File: config.mk
export PLATFORM = sky130hd
export DESIGN_NAME = accelerating_pointer_repeat
export DESIGN_NICKNAME = d
export VERILOG_FILES = /design/src/rtl/apr_pkg.sv /design/src/rtl/apr_core.sv /design/src/rtl/accelerating_pointer_repeat.sv
export VERILOG_INCLUDE_DIRS = /design/src /design/src/rtl
export SDC_FILE = /design/constraint.sdc
export NUM_CORES = 1
export LEC_CHECK = 0
export BUFFER_PORTS_ARGS = -buffer_cell sky130_fd_sc_hd__buf_2
export CAP_MARGIN = 10
export CELL_PAD_IN_SITES_DETAIL_PLACEMENT = 0
export CELL_PAD_IN_SITES_GLOBAL_PLACEMENT = 2
export CORE_UTILIZATION = 41
export DETAILED_ROUTE_END_ITERATION = 8
export MAX_ROUTING_LAYER = met4
export PLACE_DENSITY_LB_ADDON = 0.2
export SLEW_MARGIN = 30
export SYNTH_ARGS = -nofsm -noshare
export SYNTH_HDL_FRONTEND = slang
export SYNTH_SLANG_ARGS = --single-unit
File: constraint.sdc
create_clock -name clk -period 22 [get_ports clk]
set_input_delay 3.3 -clock clk [delete_from_list [all_inputs] [get_ports clk]]
set_output_delay 3.3 -clock clk [all_outputs]
set_load 0.05 [all_outputs]
File: src/rtl/accelerating_pointer_repeat_assert.svh
// assertion macros for the pointer-repeat rtl
// each sampled on the rising edge of clk and held off while rst_n is low
`ifndef ACCELERATING_POINTER_REPEAT_ASSERT_SVH
`define ACCELERATING_POINTER_REPEAT_ASSERT_SVH

// condition holds at every edge
`define APR_ASSERT_HOLDS(label, cond, msg) \
    label: assert property (@(posedge clk) disable iff (!rst_n) (cond)) else $error(msg);

// consequent holds in the same cycle as the antecedent
`define APR_ASSERT_IMP(label, ante, cons, msg) \
    label: assert property (@(posedge clk) disable iff (!rst_n) (ante) |-> (cons)) \
        else $error(msg);

// consequent holds in the cycle after the antecedent
`define APR_ASSERT_NEXT(label, ante, cons, msg) \
    label: assert property (@(posedge clk) disable iff (!rst_n) (ante) |=> (cons)) \
        else $error(msg);

`endif

File: src/rtl/apr_pkg.sv
`default_nettype none

package apr_pkg;

    // stream and register port widths
    localparam int S_DATA_W = 24;
    localparam int M_DATA_W = 24;
    localparam int ADDR_W   = 5;

    // command on the input stream
    localparam logic CMD_ACTION = 1'b0;
    localparam logic CMD_TICK   = 1'b1;

    // option codes
    localparam logic [3:0] OPT_UP          = 4'd1;
    localparam logic [3:0] OPT_DOWN        = 4'd2;
    localparam logic [3:0] OPT_LEFT        = 4'd3;
    localparam logic [3:0] OPT_RIGHT       = 4'd4;
    localparam logic [3:0] OPT_CLICK       = 4'd5;
    localparam logic [3:0] OPT_PRESS       = 4'd6;
    localparam logic [3:0] OPT_RELEASE     = 4'd7;
    localparam logic [3:0] OPT_RCLICK      = 4'd8;
    localparam logic [3:0] OPT_NUDGE_UP    = 4'd10;
    localparam logic [3:0] OPT_NUDGE_DOWN  = 4'd11;
    localparam logic [3:0] OPT_NUDGE_LEFT  = 4'd12;
    localparam logic [3:0] OPT_NUDGE_RIGHT = 4'd13;
    localparam logic [3:0] OPT_NUDGE_STOP  = 4'd14;

    // result kinds
    localparam logic [2:0] KIND_MOVE    = 3'd0;
    localparam logic [2:0] KIND_LCLICK  = 3'd1;
    localparam logic [2:0] KIND_RCLICK  = 3'd2;
    localparam logic [2:0] KIND_PRESS   = 3'd3;
    localparam logic [2:0] KIND_RELEASE = 3'd4;

    // register indexes (byte address = 4 * index)
    localparam logic [2:0] REG_PHASE1_DELAY = 3'd0;
    localparam logic [2:0] REG_PHASE1_STEP  = 3'd1;
    localparam logic [2:0] REG_PHASE1_END   = 3'd2;
    localparam logic [2:0] REG_PHASE2_DELAY = 3'd3;
    localparam logic [2:0] REG_PHASE2_STEP  = 3'd4;
    localparam logic [2:0] REG_PHASE2_END   = 3'd5;
    localparam logic [2:0] REG_PHASE3_DELAY = 3'd6;
    localparam logic [2:0] REG_PHASE3_STEP  = 3'd7;

    // register reset values
    localparam logic [7:0]  PHASE1_DELAY_RST = 8'd35;
    localparam logic [7:0]  PHASE1_STEP_RST  = 8'd2;
    localparam logic [15:0] PHASE1_END_RST   = 16'd500;
    localparam logic [7:0]  PHASE2_DELAY_RST = 8'd59;
    localparam logic [7:0]  PHASE2_STEP_RST  = 8'd6;
    localparam logic [15:0] PHASE2_END_RST   = 16'd1000;
    localparam logic [7:0]  PHASE3_DELAY_RST = 8'd23;
    localparam logic [7:0]  PHASE3_STEP_RST  = 8'd6;

    // per-axis nudge direction
    typedef enum logic [1:0] {
        NUDGE_STILL = 2'd0,
        NUDGE_NEG   = 2'd1,
        NUDGE_POS   = 2'd2
    } nudge_t;

    typedef struct packed {
        logic [7:0]  phase1_delay;
        logic [7:0]  phase1_step;
        logic [15:0] phase1_end;
        logic [7:0]  phase2_delay;
        logic [7:0]  phase2_step;
        logic [15:0] phase2_end;
        logic [7:0]  phase3_delay;
        logic [7:0]  phase3_step;
    } apr_cfg_t;

    typedef struct packed {
        logic        cmd;
        logic [3:0]  option;
        logic        repeat_flag;
        logic [15:0] now_ms;
    } apr_item_t;

    typedef struct packed {
        logic [2:0]        kind;
        logic signed [8:0] dx;
        logic signed [8:0] dy;
    } apr_result_t;

    // up to two results for one request
    typedef struct packed {
        logic [1:0]  count;
        apr_result_t first;
        apr_result_t second;
    } apr_batch_t;

endpackage

`default_nettype wire

File: src/rtl/apr_core.sv
`default_nettype none

module apr_core
    import apr_pkg::*;
(
    input  wire logic      clk,
    input  wire logic      rst_n,
    input  wire apr_cfg_t  cfg,
    input  wire logic      fire,
    input  wire apr_item_t item,
    output apr_batch_t     batch
);

    logic [15:0] press_start_reg, press_start_next;
    logic [15:0] vert_time_reg, vert_time_next;
    logic [15:0] horz_time_reg, horz_time_next;
    logic        top_speed_reg, top_speed_next;
    nudge_t      vert_nudge_reg, vert_nudge_next;
    nudge_t      horz_nudge_reg, horz_nudge_next;

    logic [15:0] since;
    logic [15:0] vert_gap;
    logic [15:0] horz_gap;
    logic [7:0]  ev_delay;
    logic [7:0]  ev_step;
    logic        ev_top;
    logic        vert_ok;
    logic        horz_ok;
    logic [8:0]  p1_pos, p1_neg;
    logic [8:0]  ev_pos, ev_neg;
    logic        v_act, h_act;
    logic        v_emit, h_emit;
    apr_result_t v_res, h_res;

    // wrapped time differences
    assign since    = item.now_ms - press_start_reg;
    assign vert_gap = item.now_ms - vert_time_reg;
    assign horz_gap = item.now_ms - horz_time_reg;

    // speed phase from time since first press, top phase latches
    always_comb
    begin
        ev_top = 1'b0;
        if (top_speed_reg)
        begin
            ev_delay = cfg.phase3_delay;
            ev_step  = cfg.phase3_step;
            ev_top   = 1'b1;
        end
        else if (since < cfg.phase1_end)
        begin
            ev_delay = cfg.phase1_delay;
            ev_step  = cfg.phase1_step;
        end
        else if (since < cfg.phase2_end)
        begin
            ev_delay = cfg.phase2_delay;
            ev_step  = cfg.phase2_step;
        end
        else
        begin
            ev_delay = cfg.phase3_delay;
            ev_step  = cfg.phase3_step;
            ev_top   = 1'b1;
        end
    end

    assign vert_ok = vert_gap >= {8'd0, ev_delay};
    assign horz_ok = horz_gap >= {8'd0, ev_delay};

    // signed step values
    assign p1_pos = {1'b0, cfg.phase1_step};
    assign p1_neg = 9'd0 - p1_pos;
    assign ev_pos = {1'b0, ev_step};
    assign ev_neg = 9'd0 - ev_pos;

    // tick replay of the nudge directions
    assign v_act  = (vert_nudge_reg == NUDGE_NEG) || (vert_nudge_reg == NUDGE_POS);
    assign h_act  = (horz_nudge_reg == NUDGE_NEG) || (horz_nudge_reg == NUDGE_POS);
    assign v_emit = v_act && vert_ok;
    assign h_emit = h_act && horz_ok;

    always_comb
    begin
        v_res.kind = KIND_MOVE;
        v_res.dx   = 9'sd0;
        v_res.dy   = (vert_nudge_reg == NUDGE_NEG) ? $signed(ev_neg) : $signed(ev_pos);
        h_res.kind = KIND_MOVE;
        h_res.dx   = (horz_nudge_reg == NUDGE_NEG) ? $signed(ev_neg) : $signed(ev_pos);
        h_res.dy   = 9'sd0;
    end

    // request decode, state update and results
    always_comb
    begin
        press_start_next = press_start_reg;
        vert_time_next   = vert_time_reg;
        horz_time_next   = horz_time_reg;
        top_speed_next   = top_speed_reg;
        vert_nudge_next  = vert_nudge_reg;
        horz_nudge_next  = horz_nudge_reg;
        batch            = '0;

        if (item.cmd == CMD_ACTION && !item.repeat_flag)
        begin
            // first press restarts the acceleration
            press_start_next = item.now_ms;
            top_speed_next   = 1'b0;
            case (item.option)
                OPT_UP:
                begin
                    vert_time_next  = item.now_ms;
                    batch.count     = 2'd1;
                    batch.first.dy  = $signed(p1_neg);
                end
                OPT_DOWN:
                begin
                    vert_time_next  = item.now_ms;
                    batch.count     = 2'd1;
                    batch.first.dy  = $signed(p1_pos);
                end
                OPT_LEFT:
                begin
                    horz_time_next  = item.now_ms;
                    batch.count     = 2'd1;
                    batch.first.dx  = $signed(p1_neg);
                end
                OPT_RIGHT:
                begin
                    horz_time_next  = item.now_ms;
                    batch.count     = 2'd1;
                    batch.first.dx  = $signed(p1_pos);
                end
                OPT_CLICK:
                begin
                    batch.count      = 2'd1;
                    batch.first.kind = KIND_LCLICK;
                end
                OPT_RCLICK:
                begin
                    batch.count      = 2'd1;
                    batch.first.kind = KIND_RCLICK;
                end
                OPT_PRESS:
                begin
                    batch.count      = 2'd1;
                    batch.first.kind = KIND_PRESS;
                end
                OPT_RELEASE:
                begin
                    batch.count      = 2'd1;
                    batch.first.kind = KIND_RELEASE;
                end
                OPT_NUDGE_UP:
                begin
                    if (vert_nudge_reg == NUDGE_POS)
                        vert_nudge_next = NUDGE_STILL;
                    else if (vert_nudge_reg == NUDGE_STILL)
                    begin
                        vert_nudge_next = NUDGE_NEG;
                        vert_time_next  = item.now_ms;
                        batch.count     = 2'd1;
                        batch.first.dy  = $signed(p1_neg);
                    end
                end
                OPT_NUDGE_DOWN:
                begin
                    if (vert_nudge_reg == NUDGE_NEG)
                        vert_nudge_next = NUDGE_STILL;
                    else if (vert_nudge_reg == NUDGE_STILL)
                    begin
                        vert_nudge_next = NUDGE_POS;
                        vert_time_next  = item.now_ms;
                        batch.count     = 2'd1;
                        batch.first.dy  = $signed(p1_pos);
                    end
                end
                OPT_NUDGE_LEFT:
                begin
                    if (horz_nudge_reg == NUDGE_POS)
                        horz_nudge_next = NUDGE_STILL;
                    else if (horz_nudge_reg == NUDGE_STILL)
                    begin
                        horz_nudge_next = NUDGE_NEG;
                        horz_time_next  = item.now_ms;
                        batch.count     = 2'd1;
                        batch.first.dx  = $signed(p1_neg);
                    end
                end
                OPT_NUDGE_RIGHT:
                begin
                    if (horz_nudge_reg == NUDGE_NEG)
                        horz_nudge_next = NUDGE_STILL;
                    else if (horz_nudge_reg == NUDGE_STILL)
                    begin
                        horz_nudge_next = NUDGE_POS;
                        horz_time_next  = item.now_ms;
                        batch.count     = 2'd1;
                        batch.first.dx  = $signed(p1_pos);
                    end
                end
                OPT_NUDGE_STOP:
                begin
                    vert_nudge_next = NUDGE_STILL;
                    horz_nudge_next = NUDGE_STILL;
                end
                default:
                begin
                end
            endcase
        end
        else if (item.cmd == CMD_ACTION)
        begin
            // held repeat, dropped when the axis interval has not run out
            top_speed_next = ev_top;
            case (item.option) inside
                OPT_UP, OPT_DOWN:
                begin
                    if (vert_ok)
                    begin
                        vert_time_next = item.now_ms;
                        batch.count    = 2'd1;
                        batch.first.dy = (item.option == OPT_UP) ?
                                         $signed(ev_neg) : $signed(ev_pos);
                    end
                end
                OPT_LEFT, OPT_RIGHT:
                begin
                    if (horz_ok)
                    begin
                        horz_time_next = item.now_ms;
                        batch.count    = 2'd1;
                        batch.first.dx = (item.option == OPT_LEFT) ?
                                         $signed(ev_neg) : $signed(ev_pos);
                    end
                end
                default:
                begin
                end
            endcase
        end
        else
        begin
            // tick: vertical first, then horizontal
            if (v_act || h_act)
                top_speed_next = ev_top;
            if (v_emit)
                vert_time_next = item.now_ms;
            if (h_emit)
                horz_time_next = item.now_ms;
            if (v_emit)
            begin
                batch.first  = v_res;
                batch.second = h_res;
                batch.count  = h_emit ? 2'd2 : 2'd1;
            end
            else if (h_emit)
            begin
                batch.first = h_res;
                batch.count = 2'd1;
            end
        end
    end

    // state registers
    always_ff @(posedge clk or negedge rst_n)
    begin
        if (!rst_n)
        begin
            press_start_reg <= '0;
            vert_time_reg   <= '0;
            horz_time_reg   <= '0;
            top_speed_reg   <= 1'b0;
            vert_nudge_reg  <= NUDGE_STILL;
            horz_nudge_reg  <= NUDGE_STILL;
        end
        else if (fire)
        begin
            press_start_reg <= press_start_next;
            vert_time_reg   <= vert_time_next;
            horz_time_reg   <= horz_time_next;
            top_speed_reg   <= top_speed_next;
            vert_nudge_reg  <= vert_nudge_next;
            horz_nudge_reg  <= horz_nudge_next;
        end
    end

endmodule

`default_nettype wire

File: src/rtl/accelerating_pointer_repeat.sv
// channel   dir  handshake          contents
// s_*       in   s_tvalid/s_tready  request: cmd, option, repeat_flag, now_ms
// m_*       out  m_tvalid/m_tready  result: kind, dx, dy, last
// apb       in   psel/penable       eight speed-phase registers, 4-byte stride
//
// a request waits in the input register until the output buffer is free, then the decode logic
// writes its results into a two-slot output buffer and updates the state
// one result per cycle leaves the buffer while m_tready is high, so a tick with two moves
// sends them one after the other and single-result requests flow at one per cycle
// the input register refills while the buffer still holds a waiting result
// rst_n clears state, nudges and buffer and loads the register defaults
`default_nettype none

module accelerating_pointer_repeat
    import apr_pkg::*;
(
    input  wire logic                clk,
    input  wire logic                rst_n,
    // request stream
    input  wire logic                s_tvalid,
    output logic                     s_tready,
    input  wire logic [S_DATA_W-1:0] s_tdata,  // option[3:0], repeat_flag[4], now_ms[20:5]
    input  wire logic                s_tuser,  // cmd
    // result stream
    output logic                     m_tvalid,
    input  wire logic                m_tready,
    output logic [M_DATA_W-1:0]      m_tdata,  // dx[8:0], dy[17:9]
    output logic [2:0]               m_tuser,  // kind
    output logic                     m_tlast,
    // register port
    input  wire logic                psel,
    input  wire logic                penable,
    input  wire logic                pwrite,
    input  wire logic [ADDR_W-1:0]   paddr,
    input  wire logic [31:0]         pwdata,
    output logic [31:0]              prdata,
    output logic                     pready
);

`include "accelerating_pointer_repeat_assert.svh"

    apr_cfg_t    cfg_reg;
    apr_item_t   item_reg;
    logic        in_valid_reg, in_valid_next;
    apr_result_t first_reg, second_reg;
    logic [1:0]  cnt_reg, cnt_next;
    apr_batch_t  batch;

    logic        s_fire;
    logic        m_fire;
    logic        out_free;
    logic        process;
    logic        cfg_write;
    logic [2:0]  reg_index;

    // handshakes
    assign s_fire   = s_tvalid && s_tready;
    assign m_fire   = m_tvalid && m_tready;
    assign out_free = (cnt_reg == 2'd0) || ((cnt_reg == 2'd1) && m_fire);
    assign process  = in_valid_reg && out_free;
    assign s_tready = !in_valid_reg || process;

    // register port
    assign pready    = 1'b1;
    assign cfg_write = psel && penable && pwrite && pready;
    assign reg_index = paddr[ADDR_W-1:2];

    always_ff @(posedge clk or negedge rst_n)
    begin
        if (!rst_n)
        begin
            cfg_reg.phase1_delay <= PHASE1_DELAY_RST;
            cfg_reg.phase1_step  <= PHASE1_STEP_RST;
            cfg_reg.phase1_end   <= PHASE1_END_RST;
            cfg_reg.phase2_delay <= PHASE2_DELAY_RST;
            cfg_reg.phase2_step  <= PHASE2_STEP_RST;
            cfg_reg.phase2_end   <= PHASE2_END_RST;
            cfg_reg.phase3_delay <= PHASE3_DELAY_RST;
            cfg_reg.phase3_step  <= PHASE3_STEP_RST;
        end
        else if (cfg_write)
        begin
            unique case (reg_index)
                REG_PHASE1_DELAY: cfg_reg.phase1_delay <= pwdata[7:0];
                REG_PHASE1_STEP:  cfg_reg.phase1_step  <= pwdata[7:0];
                REG_PHASE1_END:   cfg_reg.phase1_end   <= pwdata[15:0];
                REG_PHASE2_DELAY: cfg_reg.phase2_delay <= pwdata[7:0];
                REG_PHASE2_STEP:  cfg_reg.phase2_step  <= pwdata[7:0];
                REG_PHASE2_END:   cfg_reg.phase2_end   <= pwdata[15:0];
                REG_PHASE3_DELAY: cfg_reg.phase3_delay <= pwdata[7:0];
                REG_PHASE3_STEP:  cfg_reg.phase3_step  <= pwdata[7:0];
                default:
                begin
                end
            endcase
        end
    end

    // register read-back
    always_comb
    begin
        unique case (reg_index)
            REG_PHASE1_DELAY: prdata = {24'd0, cfg_reg.phase1_delay};
            REG_PHASE1_STEP:  prdata = {24'd0, cfg_reg.phase1_step};
            REG_PHASE1_END:   prdata = {16'd0, cfg_reg.phase1_end};
            REG_PHASE2_DELAY: prdata = {24'd0, cfg_reg.phase2_delay};
            REG_PHASE2_STEP:  prdata = {24'd0, cfg_reg.phase2_step};
            REG_PHASE2_END:   prdata = {16'd0, cfg_reg.phase2_end};
            REG_PHASE3_DELAY: prdata = {24'd0, cfg_reg.phase3_delay};
            REG_PHASE3_STEP:  prdata = {24'd0, cfg_reg.phase3_step};
            default:          prdata = '0;
        endcase
    end

    // input register
    always_comb
    begin
        if (s_fire)
            in_valid_next = 1'b1;
        else if (process)
            in_valid_next = 1'b0;
        else
            in_valid_next = in_valid_reg;
    end

    always_ff @(posedge clk)
    begin
        if (s_fire)
        begin
            item_reg.cmd         <= s_tuser;
            item_reg.option      <= s_tdata[3:0];
            item_reg.repeat_flag <= s_tdata[4];
            item_reg.now_ms      <= s_tdata[20:5];
        end
    end

    // decode and state
    apr_core u_core (
        .clk   (clk),
        .rst_n (rst_n),
        .cfg   (cfg_reg),
        .fire  (process),
        .item  (item_reg),
        .batch (batch)
    );

    // output buffer: load a batch or shift after a taken result
    always_comb
    begin
        if (process)
            cnt_next = batch.count;
        else if (m_fire)
            cnt_next = cnt_reg - 2'd1;
        else
            cnt_next = cnt_reg;
    end

    always_ff @(posedge clk or negedge rst_n)
    begin
        if (!rst_n)
        begin
            in_valid_reg <= 1'b0;
            cnt_reg      <= 2'd0;
        end
        else
        begin
            in_valid_reg <= in_valid_next;
            cnt_reg      <= cnt_next;
        end
    end

    always_ff @(posedge clk)
    begin
        if (process)
        begin
            first_reg  <= batch.first;
            second_reg <= batch.second;
        end
        else if (m_fire)
        begin
            first_reg <= second_reg;
        end
    end

    // result stream
    assign m_tvalid = cnt_reg != 2'd0;
    assign m_tlast  = cnt_reg == 2'd1;
    assign m_tuser  = first_reg.kind;
    assign m_tdata  = {{(M_DATA_W - 18){1'b0}}, first_reg.dy, first_reg.dx};

    // checks
    `APR_ASSERT_HOLDS(a_cnt_range, cnt_reg != 2'd3, "output buffer count out of range")
    `APR_ASSERT_IMP(a_pair_not_last, cnt_reg == 2'd2, !m_tlast, "first of two marked last")
    `APR_ASSERT_NEXT(a_load_count, process, cnt_reg == $past(batch.count),
        "buffer count differs from decoded batch")
    `APR_ASSERT_NEXT(a_drain_pair, m_fire && (cnt_reg == 2'd2), cnt_reg == 2'd1,
        "buffer refilled while a result was pending")

endmodule

`default_nettype wire
=== Word level (Yosys, flattened, before mapping) ===
Index checks and enable logic that the tools add are counted.

* Bits in registers: 200
* Bits of input ports: 69
* Output and inout port bits: 63
* Logic and storage cells: 211

* Add/subtract/negate cells: 6
* $lt $le $gt $ge: 4
* Eq/ne operators: 39
* Multiplexer cells: 86
* Bitwise gates (word level): 2
* Reduce and logical (&&, ||, !) cells: 48

{| class="wikitable"
|+ Operators with widths
! operator !! count
|-
| $mux 16 || 17
|-
| $pmux 32 s8 || 1
|-
| $mux 9 || 15
|-
| $pmux 16 s3 || 2
|-
| $pmux 9 s4 || 2
|-
| $mux 8 || 8
|-
| $sub 16x16->16 || 3
|-
| $mux 23 || 2
|-
| $mux 21 || 2
|-
| $mux 2 || 18
|-
| $ge 16x8->1 || 2
|-
| $lt 16x16->1 || 2
|-
| $eq 4x4->1 const B || 6
|-
| $ne 3x1->1 const B || 8
|-
| $mux 22 || 1
|-
| $reduce_and 2->1 || 10
|-
| $mux 18 || 1
|-
| $reduce_bool 3->1 || 6
|-
| $sub 1x8->9 const A || 2
|-
| $eq 4x3->1 const B || 4
|-
| $eq 3x3->1 const B || 4
|-
| $mux 1 || 12
|-
| $ne 3x3->1 const B || 4
|-
| $pmux 2 s3 || 2
|-
| other kinds (24) || 51
|}

=== Longest topological paths before layout ===
* Depth in word-level cells: 13
* Depth in mapped cells: 38
* Gate-level depth less buffers: 36

=== Cells and area by module ===
From an unflattened synthesis, not the netlist that was laid out.

* Cell total of the unflattened synthesis: 1373
* Area, all modules: 13942.1 sq um

{| class="wikitable"
|+ By module, submodules not included
! module !! times used !! cells each !! area each (sq um) !! seq. area each (sq um)
|-
| apr_core || 1 || 977 || 7609.8 || 1326.3
|-
| accelerating_pointer_repeat || 1 || 396 || 6332.3 || 4035.1
|}

=== Least setup slack after synthesis ===
Ideal clock, no wire load.

* Kind: input-to-output
* Start: in paddr[3]
* End: out prdata[1]
* Arrival time: 5021 ps
* Data required time: 18700 ps
* Slack: 13679 ps
* Stages: 5
* Path buffers: 3
* Path through: clkbuf_1 -> clkbuf_1 -> clkbuf_1 -> a31oi_1 -> a21oi_1

* Word-level cells in the longest chain between the ends: 2
* Elaborated cells between the ends (all ways): 9
* Those cells by class: eq/ne (7); mux (1); reduce/logical (1)

{| class="wikitable"
|+ RTL lines
! item !! line !! RTL
|-
| start, declared || accelerating_pointer_repeat.sv:34 || <nowiki>input wire logic [ADDR_W-1:0] paddr,</nowiki>
|-
| $eq 3x3->1 (tied with other cells) || accelerating_pointer_repeat.sv:102 || <nowiki>unique case (reg_index)</nowiki>
|-
| $pmux 32 s8 (*) || accelerating_pointer_repeat.sv:102 ||
|-
| end, declared || accelerating_pointer_repeat.sv:36 || <nowiki>output logic [31:0] prdata,</nowiki>
|}

Mark *: on every way between the ends. The rest lies on a longest branch, timed or not. The select of a mux whose other input is x is not followed.

=== Worst setup path in the final report ===
* Start: reg item_reg[1] (netlist bit)
* End: reg u_core.vert_time_reg[5]

* Word-level cells in the longest chain between the ends: 9
* Elaborated cells between the ends (all ways): 12
* Those cells by class: add/sub (2); order compare (3); eq/ne (1); mux (3); reduce/logical (3)

{| class="wikitable"
|+ RTL lines
! item !! line !! RTL
|-
| start, declared || accelerating_pointer_repeat.sv:43 || <nowiki>apr_item_t item_reg;</nowiki>
|-
| $sub 16x16->16 || apr_core.sv:36 || <nowiki>assign since = item.now_ms - press_start_reg;</nowiki>
|-
| $lt 16x16->1 || apr_core.sv:55 || <nowiki>else if (since < cfg.phase2_end)</nowiki>
|-
| $mux 8 || apr_core.sv:55 ||
|-
| $mux 8 || apr_core.sv:50 || <nowiki>else if (since < cfg.phase1_end)</nowiki>
|-
| $mux 8 || apr_core.sv:44 || <nowiki>if (top_speed_reg)</nowiki>
|-
| $ge 16x8->1 (*) || apr_core.sv:68 || <nowiki>assign vert_ok = vert_gap >= {8'd0, ev_delay};</nowiki>
|-
| $logic_and 1x1->1 || apr_core.sv:80 || <nowiki>assign v_emit = v_act && vert_ok;</nowiki>
|-
| $ne 3x1->1 (no source line) || - ||
|-
| $reduce_and 7->1 (no source line) (*) || - ||
|-
| end signal, assigned || apr_core.sv:280 || <nowiki>vert_time_reg <= vert_time_next;</nowiki>
|-
| end, declared || apr_core.sv:15 || <nowiki>logic [15:0] vert_time_reg, vert_time_next;</nowiki>
|}

Mark *: on every way between the ends. The rest lies on a longest branch, timed or not.
A chain may end at the register's enable or synchronous reset.

==> results_dict.tcl <==
set metrics [dict create \
    cts_tree "yes" \
    drv_cap 0 \
    synthesis.area_sq_um 13000 \
    holdPathStages 2 \
    die_x_microns 180 \
    grt_use_met3_pct 4.08 \
    cts.sinks 188 \
    synth-compound-area-share_pct 18.7 \
    slew_headroom_pct 33.1 \
    io_buffer_count 87 \
    crit_type "flip-flop to flip-flop" \
    synthAdderAreaFrac_pct 10.5 \
    synthXorXnorAreaFrac_pct 2.63 \
    power.share.sequential_pct 24.2 \
    ctsResizeCount 0 \
    clock_latency_ps 470 \
    htreeDepth 4 \
    final_antenna_net_count 0 \
    fmax_mhz 104 \
    drtPass1Iterations 6 \
    combPwrFrac_pct 63.0 \
    holdWs_ps 488 \
    syn_avg_cell_area_sq_um 9.54 \
    synth_top_cell_by_area "dfrtp_1" \
    p_total_mw 2.42 \
    ir_drop_uv 74.6 \
    wirelength_microns 35000 \
    met2_usage_pct 35.7 \
    slowest_stage "o21ai_4" \
    grt_pass1_wl_microns 55800 \
    timing.rr.start "item_reg[1]$_DFFE_PP_" \
    clock-root-buffer "clkbuf_16" \
    fin_crit_sh_pct 43.5 \
    status "complete, no violations" \
    num-nets-final 1612 \
    ys_warn_count 0 \
    hold_viol_final 0 \
    clkSlewWorstSetupHoldPaths_ps 80 \
    cpMostUsedCell "o21ai_0" \
    wl_per_cell_microns 19.0 \
    synth_area_leaders "dfrtp_1 21%, edfxtp_1 12%, ha_1 10%, mux2_2 7.7%, dfstp_2 5.9%" \
    worst_slew_pin_slew_ps 1000 \
    hp-start "u_core.horz_time_reg[1]$_DFFE_PN0P_" \
    tns_ps 0 \
    syn2layout_area_growth_pct 10.4 \
    ys_types 85 \
    setup_violations 0 \
    grtUsageMet1_pct 30.3 \
    postCtsSetupBuffers 0 \
    fin_skew_ps 20.3 \
    slowest_delay_ps 640 \
    cts_buffers 17 \
    crit_buf_inv 4 \
    largest_reg_flops 80 \
    diodes 0 \
    synth_top_family_by_area "compound AO/OA/AOI/OAI gates" \
    drtIter0Drc 686 \
    critPathLaunchType "flip-flop" \
    grt_pass1_vias 9796 \
    dpl.hpwl_microns 26000 \
    rows 64 \
    drc 0 \
    antenna_found_initial 0 \
    ys_ff_latch 188 \
    min_path_type "flip-flop to flip-flop" \
    vias 10300 \
    p_sw_mw 1.18 \
    synth_cells 1364 \
    dieHeight_microns 180 \
    grtUsageTotal_pct 22.8 \
    overflow 0 \
    min_to "u_core.horz_time_reg[1]$_DFFE_PN0P_" \
    rsz0062_at_grt "no" \
    synth_top_area_share_pct 20.6 \
    muxShareOfSynthArea_pct 9.76 \
    power.density_nw_per_um2 169 \
    cp_top_family "compound AO/OA/AOI/OAI gates" \
    clockBufferDepth 2 \
    synth_edf_count 52 \
    io_pins 132 \
    die_area_sq_um 32400 \
    core_area_sq_um 30900 \
    synth-main-ff-cell "dfrtp_1" \
    fin_cells 1845 \
    holdBufCountCts 0 \
    power.static_leakage_nw 6.26 \
    busiest_layer "met2" \
    start_util_pct 42.1 \
    r2r_setup_slack_ps 12430 \
    r2r-end "u_core.vert_time_reg[5]$_DFFE_PN0P_" \
    nFillCells 2985 \
    yosysSeqAreaShare_pct 38.4 \
    routabilityCongestion 0.913 \
    slew_violations 0 \
    synthArstFlopShare_pct 72.3 \
    fin_crit_ps 9570 \
    synth_simple_gate_area_share_pct 13.7 \
    crit_path_end_kind "flip-flop" \
    place_inst 1811 \
    reg2regPathDepth 36 \
    p_int_mw 1.24 \
    crit_fanout 16 \
    avgViaCountPerCell 5.59 \
    switching_share_pct 48.7 \
    arrival_ps 9910 \
    drive_above_1_share_pct 19.6 \
    pwr-share-clk_pct 12.8 \
    cp.required_ps 22340 \
    grt_max_degree 74 \
]
## kinds of logic (layout without fill, tap and decap cells)
kind of cell | count (synthesis) | in the layout
buffers and inverters | 184 | 248
AND/OR/NAND/NOR | 369 | 369
other | 2 | 23
XOR/XNOR | 39 | 39
multiplexers | 110 | 110
AO/OA/AOI/OAI | 365 | 365
adder cells (fa/ha/maj) | 107 | 107
flip-flops | 188 | 188
## tightest hold or removal path: cells and delay by family (launching register included)
family	cells	cell delay, ps
DFF	1	350
and+or+nand+nor	1	50
AOI/OAI and AO/OA	1	60
## cells in the final DEF (no fill, tap or decap), types with 52 or more instances in the layout
master    synthesis  final
a21oi_1          78     78
buf_2             1     88
dfrtp_1         107    107
edfxtp_1         52     52
ha_1            104    104
inv_1           110    110
mux2_2           89     89
nand2_1         100    100
nor2_1          106    105
o21ai_0         102    101
## area by class of cell
type,count,area [sq um],share of cell area [%]
Clock buffer,18,429,2.99
Clock inverter,14,150,1.05
Inverter,111,417,2.90
Multi-Input combinational cell,1013,7290,50.8
Sequential cell,188,5000,34.8
Tap cell,396,495,3.45
Timing Repair Buffer,105,576,4.01
## Yosys cell counts (10+ instances only)
library cell and count:
or3_1 13, and2_1 11, nand3_1 21, nor2b_1 16
mux2i_1 11, a211oi_1 11, xnor2_1 29, mux2_2 89
dfrtp_1 107, nor2_1 106, inv_1 110, a21oi_1 78
a22o_1 11, nand2b_1 25, nand2_1 100, ha_1 104
o21a_1 12, a21o_1 13, buf_4 25, o21ai_0 102
dfstp_2 29, a22oi_1 18, xor2_1 10, a221oi_1 11
nand4_1 13, a31oi_1 17, clkbuf_1 41, nor3_1 29
edfxtp_1 52
## worst max-delay path by stage
stage	cells after the start	slack, ps	start	endpoint
after floorplan	5	13680	paddr[3]	prdata[1]
after global placement	34	12080	item_reg[1]$_DFFE_PP_	u_core.vert_time_reg[6]$_DFFE_PN0P_
after detailed placement	35	12060	item_reg[1]$_DFFE_PP_	u_core.vert_time_reg[0]$_DFFE_PN0P_
after CTS	35	11990	item_reg[1]$_DFFE_PP_	u_core.vert_time_reg[5]$_DFFE_PN0P_
after global routing	36	11740	item_reg[1]$_DFFE_PP_	u_core.vert_time_reg[5]$_DFFE_PN0P_
final	36	12430	item_reg[1]$_DFFE_PP_	u_core.vert_time_reg[5]$_DFFE_PN0P_
## metrics by stage
stage                     util [%]  area (sq um)  setup WS (ps)
after CTS                     46.4         14300          11990
after detailed placement      44.5         13800          12060
after global routing          46.5         14400          11740
after global placement        44.5         13800          12080
after floorplan                  -         13100          13680
final                         46.5         14400          12430
## power by group through the flow
| stage | sequential [mW] | combinational [mW] | clock (mW) |
|---|---|---|---|
| 2_1_floorplan | 0.613 | 1.10 | 0 |
| 3_3_place_gp | 0.589 | 1.50 | 0 |
| 3_5_place_dp | 0.592 | 1.51 | 0 |
| 4_1_cts | 0.586 | 1.53 | 0.318 |
| 5_1_grt | 0.602 | 1.71 | 0.333 |
| 6_report | 0.585 | 1.53 | 0.310 |
## routing by layer
layer | part of all wire (%) | wire length [microns]
met5 | 0 | 0
met2 | 47 | 16300
met4 | 1.8 | 625
met3 | 4.1 | 1430
met1 | 47 | 16600
Note: power is estimated with default switching activity, not from simulation.
